$ cat config.mk
export PLATFORM = sky130hd
export DESIGN_NAME = wrn_front
export DESIGN_NICKNAME = d
export VERILOG_FILES = /design/src/rtl/wrn_pkg.sv /design/src/rtl/wrn_front.sv
export SDC_FILE = /design/constraint.sdc
export NUM_CORES = 1
export LEC_CHECK = 0
export BUFFER_PORTS_ARGS = -buffer_cell sky130_fd_sc_hd__buf_2
export CAP_MARGIN = 5
export CORE_MARGIN = 3
export CORE_UTILIZATION = 40
export DETAILED_ROUTE_END_ITERATION = 10
export SETUP_SLACK_MARGIN = 0.2
export SYNTH_ARGS = -nofsm -noshare
export SYNTH_HDL_FRONTEND = slang
export SYNTH_SLANG_ARGS = --single-unit
$ cat constraint.sdc
create_clock -name clk -period 2.8 [get_ports clk]
set_input_delay 0.56 -clock clk [delete_from_list [all_inputs] [get_ports clk]]
set_output_delay 0.56 -clock clk [all_outputs]
set_load 0.005 [all_outputs]
$ cat src/rtl/wrn_pkg.sv
// shared types and constants of the weighted rms norm core
package wrn_pkg;

  localparam int unsigned COUNT_W = 21;

  typedef struct packed {
    logic signed [31:0] elem_value;
    logic signed [31:0] elem_weight;
    logic signed [31:0] mask_value;
    logic               last_elem;
  } wrn_in_t;

  typedef struct packed {
    logic [31:0]        norm_result;
    logic [COUNT_W-1:0] element_total;
    logic               saturated;
  } wrn_out_t;

  // classified element as held in the queue between front and back
  typedef struct packed {
    logic signed [31:0] value;
    logic signed [31:0] weight;
    logic               take;
    logic               last;
  } wrn_q_t;

  // queue handshake seen by the back end
  typedef struct packed {
    logic   valid;
    wrn_q_t item;
  } wrn_qhead_t;

endpackage

$ cat src/rtl/wrn_front.sv
// front end: accepts elements, applies the mask test and queues them
module wrn_front (
  input  logic            clk,
  input  logic            rst,
  input  logic            mask_enable,
  input  logic            push,
  output logic            full,
  input  wrn_pkg::wrn_in_t item,
  output wrn_pkg::wrn_qhead_t head,
  input  logic            q_pop
);
  import wrn_pkg::*;

  localparam int unsigned DEPTH = 4;

  wrn_q_t     mem [DEPTH];
  logic [1:0] wr_ptr;
  logic [1:0] rd_ptr;
  logic [2:0] fill;
  logic       do_push;
  logic       do_pop;
  wrn_q_t     cls;

  assign full    = (fill == 3'(DEPTH));
  assign do_push = push && !full;
  assign do_pop  = q_pop && (fill != 3'd0);

  always_comb begin
    cls.value  = item.elem_value;
    cls.weight = item.elem_weight;
    cls.take   = !mask_enable || (item.mask_value > 32'sd0);
    cls.last   = item.last_elem;
  end

  always_ff @(posedge clk) begin
    if (do_push) begin
      mem[wr_ptr] <= cls;
    end
  end

  always_ff @(posedge clk) begin
    if (rst) begin
      wr_ptr <= '0;
      rd_ptr <= '0;
      fill   <= '0;
    end else begin
      if (do_push) wr_ptr <= wr_ptr + 2'd1;
      if (do_pop) rd_ptr <= rd_ptr + 2'd1;
      fill <= fill + 3'(do_push) - 3'(do_pop);
    end
  end

  assign head.valid = (fill != 3'd0);
  assign head.item  = mem[rd_ptr];

endmodule

# Word level (Yosys, flattened, before mapping)
# Memories as Yosys holds them, arrays and structs flattened. A register that Yosys moved wholly into a read port is not among the register bits.
# Cells that the tools add are included.
[totals] latchBits=0 elab_cells=20 inputBits=102 rom_bits=0 ramBits=264 n_memories=1 reg_bits=7 out_inout_bits=68
[classes] order_cmp=1 mux=4 addsub=4 div=0 eq_ne=1 n_bitwise=0 n_reduce_logical=6 n_mul=0 shift=0
[mem_list] name="mem" words=4 width=66 rd=1 rd_clocked_by_memory_dff=1 write_ports=1 line="wrn_front.sv:16" rtl="wrn_q_t mem [DEPTH];"
[op_table] cell="$gt A32 B1 Y1 const B" count=1
[op_table] cell="$add A2 B1 Y2 const B" count=2
[op_table] cell="$mux W2" count=2
[op_table] cell="$add A3 B1 Y3" count=1
[op_table] cell="$eq A3 B3 Y1 const B" count=1
[op_table] cell="$reduce_bool A3 Y1" count=1
[op_table] cell="$sub A3 B1 Y3" count=1
[op_table] cell="$logic_and A1 B1 Y1" count=2
[op_table] cell="$logic_not A1 Y1" count=2
[op_table] cell="$mux W1" count=2
[op_table] cell="$logic_or A1 B1 Y1" count=1

# Depth between registers and ports, before layout
[depth] word_depth=5 depth_mapped=12 depth_no_buf=11

# Worst setup path before layout
# OpenSTA, ideal clock, no wires.
[synth_path] path_type="input-to-reg" from="in push" to="mem mem[0][0] in the netlist's numbering, enable pin" setup_slack_ns=-0.026 t_arrival_ns=2.395 n_path_buf=1 path_stages=3 required_ns=2.369 setup_ns=0.431 path_cell_list="nor2b_1 -> buf_2 -> and2_1"
[synth_via] elab_chain_len=3
[synth_lines] item="start, declared" line="wrn_front.sv:6" rtl="input logic push,"
[synth_lines] item="$logic_and A1 B1 Y1" line="wrn_front.sv:25" rtl="assign do_push = push && !full;"
[synth_lines] item="$mux W1" line="wrn_front.sv:36" rtl="if (do_push) begin"
[synth_lines] item="$mux W1 (not written as such)" line="wrn_front.sv:37" rtl="mem[wr_ptr] <= cls;"
[synth_lines] item="end, declared" line="wrn_front.sv:16"
# No other way between the ends.

==> impl_metrics.py <==
metrics = {
    "placement": {
        "io_buffers": 169,
        "dpl.cell_count": 895,
        "globalplace.congestion": 0.748,
        "hpwl_um": 12000,
    },
    "floorplan": {
        "dieHeight_um": 164,
        "fp.dieArea_sq_um": 27000,
        "initial_utilization_pct": 41.0,
        "design.core.area_sq_um": 24500,
        "rows": 57,
        "fp.dieW_um": 164,
        "ioPinCount": 170,
    },
    "timing": {
        "post-route-period-util_pct": 89.8,
        "finalSetupViolCount": 0,
        "skew_ns": 0.0206,
        "rsz0062_at_grt": "true",
        "hold_viol": 0,
        "fmax_mhz": 398,
        "finalSetupTns_ns": 0,
        "slew_headroom_pct": 73.9,
        "slew_violations": 0,
        "post-route-min-period_ns": 2.51,
        "tightest_slew_ns": 0.387,
    },
    "global_route": {
        "antenna_found_initial": 2,
        "grt_pass1_vias": 5168,
        "grt_overflow": 0,
        "grt_max_degree": 42,
        "use_met2_pct": 24.3,
        "grt_busiest_layer": "met2",
        "gr-usage-all-layers_pct": 14.4,
        "grtUsageMet1_pct": 18.9,
        "grtUsageMet3_pct": 3.71,
        "grt_pass1_wl_um": 29500,
    },
    "pwr": {
        "total_power_mw": 11.3,
        "p_leak_nw": 4.25,
        "powerDensity_nw_per_um2": 908,
        "vdd_drop_max_mv": 0.503,
    },
    "final_layout": {
        "post-route-util_pct": 50.8,
        "stdcell_count": 952,
        "n_fill_cell": 1979,
        "final_common_cell": "edfxtp_1",
        "drive_above_1_share_pct": 49.0,
        "nNetsFinal": 715,
        "layout_common_cells": "edfxtp_1 (264), buf_2 (169), mux4_2 (66)",
        "area_growth_pct": 23.7,
    },
    "synthesis": {
        "yosysUniqueCellTypes": 23,
        "syn-mean-instance-area_sq_um": 25.0,
        "ys_ff_latch": 273,
        "syn_nets": 511,
        "syn_inst": 402,
        "syn_area_sq_um": 10000,
        "ys_warn_count": 0,
        "yosysSeqAreaShare_pct": 80.7,
    },
    "clock_network": {
        "clk_path_buf_depth": 3,
        "cts_resized": 0,
        "clock_latency_ns": 0.53,
        "clkTransAtPathRegs_ns": 0.06,
        "cts.sinks": 273,
        "root_buffer": "clkbuf_16",
        "cts_tree": "built",
        "h-tree-depth": 1,
        "cts_made_buffers": 28,
        "holdBufCountCts": 0,
    },
    "drt": {
        "drc_errors": 0,
        "vias_per_cell": 5.02,
        "drt_iter0_drc": 271,
        "ant_nets": 0,
        "dr.pass1.iters": 4,
        "wirelength_um": 19300,
        "wire_per_inst_um": 20.3,
        "vias": 4778,
    },
    "min_path": {
        "hp-class": "input pin to flop",
    },
    "setup_path": {
        "worst-path-max-fanout": 19,
        "critPathCaptureType": "primary output",
        "start_kind": "flop",
        "critPathRequiredTime_ns": 2.24,
        "critPathArrivalTime_ns": 1.95,
        "crit_type": "flop to primary output",
    },
    "flow_run": {
        "drv_cap": 0,
    },
    "outcome": {
        "status": "completed",
    },
}
-- worst max-delay path, cell delays in order, from the launching register on --
cell and delay (ns):
dfxtp_4 0.47, buf_12 0.23, mux4_2 0.56, buf_2 0.15
-- Yosys cell counts --
| cell | count | share of area (%) |
|---|---|---|
| edfxtp_1 | 264 | 79 |
| mux4_2 | 66 | 15 |
| dfxtp_1 | 9 | 1.8 |
| nor2_1 | 8 | 0.30 |
| nor4_1 | 8 | 0.50 |
| buf_2 | 6 | 0.30 |
| ha_1 | 6 | 0.75 |
| buf_6 | 5 | 0.56 |
| inv_1 | 5 | 0.19 |
| and2_1 | 4 | 0.25 |
| clkbuf_1 | 3 | 0.11 |
| xnor2_1 | 3 | 0.26 |
| buf_4 | 2 | 0.15 |
| nand4_1 | 2 | 0.12 |
| nor2b_1 | 2 | 0.12 |
| xor2_1 | 2 | 0.17 |
| fa_1 | 1 | 0.20 |
| mux2i_1 | 1 | 0.10 |
| nand2_1 | 1 | 0.037 |
| nor3b_2 | 1 | 0.12 |
| o21ai_0 | 1 | 0.050 |
| o31a_1 | 1 | 0.087 |
| or3_1 | 1 | 0.062 |
-- layout make-up --
| class | instances | area [sq um] | area share, % |
|---|---|---|---|
| Tap cell | 324 | 405 | 3.26 |
| Inverter | 5 | 18.8 | 0.151 |
| Antenna cell | 1 | 2.50 | 0.0202 |
| Timing Repair Buffer | 190 | 1110 | 8.91 |
| Clock inverter | 19 | 220 | 1.77 |
| Clock buffer | 32 | 737 | 5.94 |
| Multi-Input combinational cell | 108 | 1810 | 14.6 |
| Sequential cell | 273 | 8120 | 65.4 |
-- kinds of logic (layout without fill, tap and decap cells) --
group / count (synthesis) / count (layout) / synth area share, %
other: 0 / 1 / 0
XOR/XNOR: 5 / 5 / 0.436
flip-flops: 273 / 273 / 80.7
AO/OA/AOI/OAI: 2 / 2 / 0.137
AND/OR/NAND/NOR: 27 / 27 / 1.52
multiplexers: 67 / 67 / 14.9
adder cells (fa/ha/maj): 7 / 7 / 0.947
buffers and inverters: 21 / 246 / 1.31
-- sequential cells by signal, indices dropped and copies added (netlist names), named ones only --
signal and flops:
mem 264, fill 3, rd_ptr 2, wr_ptr 2
-- power by group --
| group | switching [mW] | internal (mW) | total (mW) |
|---|---|---|---|
| Sequential | 0.163 | 4.98 | 5.15 |
| Combinational | 1.09 | 1.24 | 2.34 |
| Clock | 1.45 | 2.34 | 3.79 |
| Total | 2.71 | 8.56 | 11.3 |
-- timing repair --
item                                    4_1_cts  5_1_grt
buffers inserted                              2        3
pin swaps                                     0        0
endpoints found under the setup margin       51       21
-- stage by stage --
| step | hold WS, ns | setup WS (ns) | area, sq um |
|---|---|---|---|
| floorplan | 0.485 | 0.611 | 10000 |
| detailed placement | 0.527 | 0.444 | 11400 |
| global route | 0.224 | 0.182 | 12400 |
| global placement | 0.503 | 0.562 | 11400 |
| CTS | 0.217 | 0.201 | 12400 |
| finish | 0.248 | 0.286 | 12400 |
-- worst paths after layout --
kind / startpoint / endpoint / slack (ns) / depth (start not counted)
worst min register to register: rd_ptr[1] / rd_ptr[1] / 0.53 / 2
worst max-delay path: flop / head[3] / 0.29 / 3
worst max register to register: fill[1] / fill[2] / 0.56 / 9
worst min-delay path: item[47] / mem[0][16] / 0.25 / 1
-- metal layers --
| layer | wire, um | share of wire, % | vias up |
|---|---|---|---|
| li1 | - | - | 2120 |
| met1 | 8120 | 42 | 2453 |
| met2 | 9430 | 49 | 166 |
| met3 | 1430 | 7.4 | 35 |
| met4 | 308 | 1.6 | 4 |
| met5 | 27 | 0.14 | - |
Note: power is estimated with default switching activity, not from simulation.
